--- config.mk ---
export PLATFORM = sky130hd
export DESIGN_NAME = sit_ctrl
export DESIGN_NICKNAME = d
export VERILOG_FILES = /design/src/sit_pkg.sv /design/src/sit_ctrl.sv
export SDC_FILE = /design/constraint.sdc
export NUM_CORES = 1
export LEC_CHECK = 0
export BUFFER_PORTS_ARGS = -buffer_cell sky130_fd_sc_hd__buf_2
export CORE_MARGIN = 10
export CORE_UTILIZATION = 44
export DETAILED_ROUTE_END_ITERATION = 10
export PLACE_DENSITY = 0.73
export SKIP_LAST_GASP = 1
export SLEW_MARGIN = 20
export SYNTH_ARGS = -nofsm -noshare
export SYNTH_HDL_FRONTEND = slang
export SYNTH_SLANG_ARGS = --single-unit
export TNS_END_PERCENT = 100
--- constraint.sdc ---
create_clock -name clk_i -period 4.7 [get_ports clk_i]
set_input_delay 0.235 -clock clk_i [delete_from_list [all_inputs] [get_ports clk_i]]
set_output_delay 0.235 -clock clk_i [all_outputs]
set_load 0.1 [all_outputs]
--- src/sit_pkg.sv ---
// shared types and constants for the string interning table
// no dependencies

package sit_pkg;

  localparam int unsigned TableSlots   = 1024;
  localparam int unsigned SlotW        = $clog2(TableSlots);
  localparam int unsigned MaxBytes     = 64;
  localparam int unsigned ByteAddrW    = $clog2(MaxBytes);
  localparam int unsigned LenW         = $clog2(MaxBytes + 1);
  localparam int unsigned CountW       = $clog2(TableSlots + 1);
  localparam int unsigned StoreDepth   = TableSlots * MaxBytes;
  localparam int unsigned StoreAddrW   = $clog2(StoreDepth);
  localparam int unsigned TagW         = 16;
  localparam int unsigned SlotDataW    = TagW + SlotW;
  localparam logic [31:0] HashStart    = 32'h8422_2325;
  localparam logic [31:0] CrcPoly      = 32'h82F6_3B78;

  typedef enum logic [1:0] {
    FUNC_LOOKUP = 2'd0,
    FUNC_APPEND = 2'd1,
    FUNC_CLEAR  = 2'd2,
    FUNC_NONE   = 2'd3
  } func_e;

  typedef enum logic [1:0] {
    ST_OK      = 2'd0,
    ST_TOOLONG = 2'd1,
    ST_FULL    = 2'd2,
    ST_CLEARED = 2'd3
  } status_e;

  // controller -> datapath commands
  typedef struct packed {
    logic buf_wr;          // store incoming byte
    logic len_clr;         // reset incoming length and too-long flag
    logic hash_init;
    logic hash_step;       // fold one byte into crc
    logic probe_adv;       // advance probe pointer
    logic cmp_init;        // reset byte index to start a compare or an insert
    logic cmp_adv;
    logic ins_wr;          // write one byte of new string
    logic ins_commit;      // write slot, length, bump count
    logic pool_clr;        // drop count
    logic valid_clr;       // clear one valid bit at sweep pointer
  } sit_cmd_t;

  // datapath -> controller status
  typedef struct packed {
    logic hash_done;
    logic slot_valid;
    logic tag_match;
    logic cand_ok;         // candidate index below stored count
    logic len_match;
    logic byte_match;
    logic cmp_done;
    logic ins_done;
    logic probe_wrapped;
    logic store_full;
    logic too_long;
    logic sweep_done;
  } sit_sts_t;

  function automatic logic [31:0] crc_byte(input logic [31:0] crc, input logic [7:0] b);
    logic [31:0] c;
    c = crc ^ {24'd0, b};
    for (int k = 0; k < 8; k++) begin
      c = c[0] ? ((c >> 1) ^ CrcPoly) : (c >> 1);
    end
    return c;
  endfunction

endpackage

--- src/sit_ctrl.sv ---
// controller state machine for the string interning table
// depends on sit_pkg

module sit_ctrl (
  input  logic              clk_i,
  input  logic              rst_ni,
  input  logic              in_valid_i,
  output logic              in_ready_o,
  input  logic [1:0]        func_i,
  input  logic              byte_present_i,
  input  logic              last_i,
  output logic              out_valid_o,
  input  logic              out_ready_i,
  output logic [9:0]        string_index_o,
  output logic              inserted_o,
  output logic [1:0]        status_o,
  output sit_pkg::sit_cmd_t cmd_o,
  input  sit_pkg::sit_sts_t sts_i,
  input  logic [sit_pkg::SlotW-1:0] new_idx_i,
  input  logic [sit_pkg::SlotW-1:0] found_idx_i
);
  typedef enum logic [10:0] {
    S_SWEEP = 11'b00000000001,
    S_IDLE  = 11'b00000000010,
    S_HASH  = 11'b00000000100,
    S_PRD   = 11'b00000001000,
    S_PWAIT = 11'b00000010000,
    S_PCHK  = 11'b00000100000,
    S_CRD   = 11'b00001000000,
    S_CWAIT = 11'b00010000000,
    S_CCHK  = 11'b00100000000,
    S_INS   = 11'b01000000000,
    S_DONE  = 11'b10000000000
  } state_e;

  state_e state_q, state_d;
  logic   append_q, append_d;
  logic   ovalid_q, ovalid_d;
  logic [9:0] oidx_q, oidx_d;
  logic   oins_q, oins_d;
  logic [1:0] ost_q, ost_d;
  logic   inswait_q, inswait_d;
  logic   acc;

  assign in_ready_o = (state_q == S_IDLE) && !ovalid_q;
  assign acc        = in_valid_i && in_ready_o;

  always_comb begin
    state_d = state_q; append_d = append_q; ovalid_d = ovalid_q;
    oidx_d = oidx_q; oins_d = oins_q; ost_d = ost_q; inswait_d = inswait_q;
    cmd_o = '0;
    if (ovalid_q && out_ready_i) ovalid_d = 1'b0;
    case (state_q)
      S_SWEEP: begin
        cmd_o.valid_clr = 1'b1;
        if (sts_i.sweep_done) state_d = S_IDLE;
      end
      S_IDLE: begin
        if (acc) begin
          case (func_i)
            sit_pkg::FUNC_CLEAR: begin
              cmd_o.pool_clr = 1'b1;
              ovalid_d = 1'b1; oidx_d = '0; oins_d = 1'b0;
              ost_d = sit_pkg::ST_CLEARED;
              state_d = S_SWEEP;
            end
            sit_pkg::FUNC_LOOKUP, sit_pkg::FUNC_APPEND: begin
              cmd_o.buf_wr = byte_present_i;
              if (last_i) begin
                append_d = func_i == sit_pkg::FUNC_APPEND;
                cmd_o.hash_init = 1'b1;
                state_d = S_HASH;
              end
            end
            default: ;
          endcase
        end
      end
      S_HASH: begin
        if (sts_i.too_long) begin
          cmd_o.len_clr = 1'b1;
          ovalid_d = 1'b1; oidx_d = '0; oins_d = 1'b0; ost_d = sit_pkg::ST_TOOLONG;
          state_d = S_IDLE;
        end else if (sts_i.hash_done) begin
          state_d = S_PRD;
        end else begin
          cmd_o.hash_step = !inswait_q;
          inswait_d = 1'b0;
        end
      end
      S_PRD: state_d = S_PWAIT;
      S_PWAIT: state_d = S_PCHK;
      S_PCHK: begin
        if (!sts_i.slot_valid) begin
          if (sts_i.store_full) begin
            ost_d = sit_pkg::ST_FULL; state_d = S_DONE;
          end else begin
            cmd_o.cmp_init = 1'b1; state_d = S_INS; inswait_d = 1'b1;
          end
        end else if (sts_i.tag_match && sts_i.cand_ok && sts_i.len_match) begin
          cmd_o.cmp_init = 1'b1; state_d = S_CRD;
        end else if (sts_i.probe_wrapped) begin
          ost_d = sit_pkg::ST_FULL; state_d = S_DONE;
        end else begin
          cmd_o.probe_adv = 1'b1; state_d = S_PRD;
        end
      end
      S_CRD: begin
        if (sts_i.cmp_done) begin
          if (!append_q) begin
            oidx_d = 10'(found_idx_i); oins_d = 1'b0; ost_d = sit_pkg::ST_OK;
            state_d = S_DONE;
          end else if (sts_i.store_full) begin
            ost_d = sit_pkg::ST_FULL; state_d = S_DONE;
          end else begin
            cmd_o.cmp_init = 1'b1; state_d = S_INS; inswait_d = 1'b1;
          end
        end else begin
          state_d = S_CWAIT;
        end
      end
      S_CWAIT: state_d = S_CCHK;
      S_CCHK: begin
        if (sts_i.byte_match) begin
          cmd_o.cmp_adv = 1'b1; state_d = S_CRD;
        end else if (sts_i.probe_wrapped) begin
          ost_d = sit_pkg::ST_FULL; state_d = S_DONE;
        end else begin
          cmd_o.probe_adv = 1'b1; state_d = S_PRD;
        end
      end
      S_INS: begin
        // buffer read is issued the cycle before its write
        if (inswait_q) begin
          inswait_d = 1'b0;
        end else if (sts_i.ins_done) begin
          cmd_o.ins_commit = 1'b1;
          oidx_d = 10'(new_idx_i); oins_d = 1'b1; ost_d = sit_pkg::ST_OK;
          state_d = S_DONE;
        end else begin
          cmd_o.ins_wr = 1'b1; cmd_o.cmp_adv = 1'b1; inswait_d = 1'b1;
        end
      end
      S_DONE: begin
        if (ost_d == sit_pkg::ST_FULL) begin
          oidx_d = '0; oins_d = 1'b0;
        end
        cmd_o.len_clr = 1'b1;
        ovalid_d = 1'b1;
        state_d = S_IDLE;
      end
      default: state_d = S_IDLE;
    endcase
  end

  always_ff @(posedge clk_i or negedge rst_ni) begin
    if (!rst_ni) begin
      state_q <= S_SWEEP; ovalid_q <= 1'b0; append_q <= 1'b0; inswait_q <= 1'b0;
    end else begin
      state_q <= state_d; ovalid_q <= ovalid_d; append_q <= append_d;
      inswait_q <= inswait_d;
    end
  end

  always_ff @(posedge clk_i) begin
    oidx_q <= oidx_d; oins_q <= oins_d; ost_q <= ost_d;
  end

  assign out_valid_o    = ovalid_q;
  assign string_index_o = oidx_q;
  assign inserted_o     = oins_q;
  assign status_o       = ost_q;
endmodule

==> metrics.txt <==
skew final=3.98 ps; largest net degree at the start of global routing=17; Post-Place Setup Slack=2040 ps; fill cell total of the finished layout=334; first-pass GRT wire length=8290 um; Final Net Count=285; sw frac=54.8%; post-synth net total=223; maximum net fanout on the critical path=15; CTS tree=built; Core Region=0.00374 sq mm; Die Wd=83.1 um; YS warnings=0; height of the die=83.1 um; ANT nets after route=0; register bit count reported by yosys=27; cell family with most CP delay=simple AND/OR/NAND/NOR gates; critical path's slowest cell=and4_1; final setup vio count=0; Rows=22; drt drc=0; peak supply drop=0.372 mV; Final Max Tran Viols=0; DRT Pass-1 Iters=5; ANT cells=0; CP startpoint=state_q[5]; CP Buf/Inv Count=1; min-delay src=func_i[0]; fin crit share=63.8%; CTS Buf Count=3; area grow syn2layout=23.1%; hold crit path type=input port to flop; Max Cap Viol=0; crit-path max cell delay=610 ps; Buffers on Ports=65; Crit. End Element=output pin; gpl congestion=0.960; DP HPWL=4260 um; Post-synth EDFFs=13; outcome=complete, no violations; worst-margin pin slew=654 ps; DR vias/cell=5.97; leakage=0.00101 uW; Data required, critical path=4470 ps; antenna violations before repair=0; CP Cell Sequence=nor4_2, and4_1, nor3b_2, nand2b_1, buf_2; RSZ-0062 raised after global routing=false; Initial Util=46.8%; GR Util All Layers=14.1%; Synth cell types=53; Congestion Overflow GR=0; Clock Latency Late Sink=280 ps; CP Launch Type=flop; Power Dens Cells=486 mW/mm^2; Vias=1744; Async SR Flop Fraction=51.9%; critical path class=flop to output pin; setup TNS=0 ps; Combinational Power Share=54.1%; total power=1050 uW; register area share after synthesis=42.4%; Clk pwr share=13.0%; final hold viol count=0; top_reg_cell synth=edfxtp_1; Iter 0 DRT Violations=136; syn avg cell area=9.57 sq um; share of cells above drive strength 1=34.8%; clk buf depth=2; clock sink count=27; max_slew headroom=56.0%; Cells after Synth=183; min setup slack post-route=1700 ps; CTS root buf=clkbuf_8; Wirelength per Cell=18.0 um; minimum clock period=3000 ps; r2r startpoint=state_q[5]; final WL=5270 um; number of global-route vias before repair=1631; Psw=573 uW; Pint=473 uW; CTS H-tree depth=1; I/O pins=66; Syn Std Cell Area=0.00175 sq mm; fmax=333 MHz; Worst Path Arrival=2760 ps; die area=0.00690 sq mm; Sequential Power Share=32.8%; Clock transition at path regs=100 ps
## per-stage QoR
| step | cell area [sq um] | util, % | std cells | hold WS (ps) |
|---|---|---|---|---|
| final | 2150 | 57.6 | 292 | 178 |
| after global routing | 2150 | 57.6 | 292 | 189 |
| after CTS | 2150 | 57.6 | 292 | 187 |
| after detailed placement | 2100 | 56.0 | 287 | 149 |
| after global placement | 2100 | 56.0 | 287 | 149 |
| after floorplan | 1760 | - | 183 | -60.6 |
## cell usage after synthesis, types with 3 or more instances
cell	n	area share, %
nor2b_1	4	1.4
nand2_1	11	2.4
dfrtp_1	13	19
nor3b_1	4	1.7
nand2b_1	9	3.2
xnor2_1	3	1.5
nand4_1	3	1.1
and3_1	4	1.4
a21oi_1	6	1.7
a22o_1	10	5.0
inv_1	7	1.5
clkbuf_1	6	1.3
buf_2	3	0.86
o21ai_0	5	1.4
nor4_1	6	2.1
nand4b_1	3	1.5
nor3_1	8	2.3
edfxtp_1	13	22
a31oi_1	4	1.4
or3_1	6	2.1
nor2_1	10	2.1
o21ai_1	4	1.1
## power groups by stage
stage	Clock [uW]	Sequential [uW]	Combinational, uW
after floorplan	0	605	198
after global placement	0	347	567
after detailed placement	0	348	565
after CTS	138	343	567
after global routing	146	350	589
final	136	344	566
## worst register-to-register path, cell delays in order (launching register included)
cell	delay, ps
dfrtp_1	500
or4_4	600
nor4_1	580
o21ai_0	270
nand4b_1	190
a221oi_1	60
buf_4	210
## flip-flops by register name, summed over array words and instances (netlist names)
name and flops:
status_o 2, out_valid_o 1, append_q 1, state_q 11, string_index_o 10, inswait_q 1
inserted_o 1
## kinds of logic after synthesis
family | share of synthesized area [%]
AOI/OAI and AO/OA | 17.4
xor gates and xnor gates | 1.50
buffers and inverters | 4.93
DFF | 42.4
muxes | 0.643
and+or+nand+nor | 33.2
## final timing paths
check,endpoint,cells past startpoint,slack [ps]
setup / recovery,cmd_o[4],5,1700
hold / removal,append_q,2,180
setup reg to reg,string_index_o[7],6,2050
hold reg to reg,out_valid_o,2,540
max in group asynchronous,state_q[0],2,4040
min in group asynchronous,state_q[10],2,370
## metal layers
metal	part of all wire, %	global-route usage [%]
met5	0	0
met2	45	21.2
met4	0.91	3.38
met1	45	19.4
met3	9.0	3.71
## layout by cell type (no fill, tap or decap), types with 3 or more instances in the layout
cell / n
xnor2_1: 3
nor4_1: 6
and3_1: 4
nand2_1: 11
nor3_1: 8
dfrtp_1: 13
nand2b_1: 9
o21ai_1: 4
nor2b_1: 4
buf_2: 65
inv_1: 7
nor3b_1: 3
o21ai_0: 5
edfxtp_1: 13
nand4b_1: 3
nand4_1: 3
or3_1: 6
clkbuf_8: 3
a22o_1: 10
a31oi_1: 4
a21oi_1: 6
nor2_1: 10
## final cells by class
type | instances | area (sq um) | share of cell area, %
clock inverter | 1 | 7.51 | 0.348
timing repair buffer | 68 | 350 | 16.3
inverter | 7 | 26.3 | 1.22
tap | 48 | 60.1 | 2.79
multi-input combinational | 138 | 927 | 43.0
clock buffer | 3 | 41.3 | 1.92
sequential | 27 | 742 | 34.4
## repair_timing
item                                   4_1_cts  5_1_grt
setup buffers                                0        0
endpoints found under the hold margin       13        0
hold buffers                                 1        0
gates resized for setup                      0        0
(Power assumes the default switching activity.)
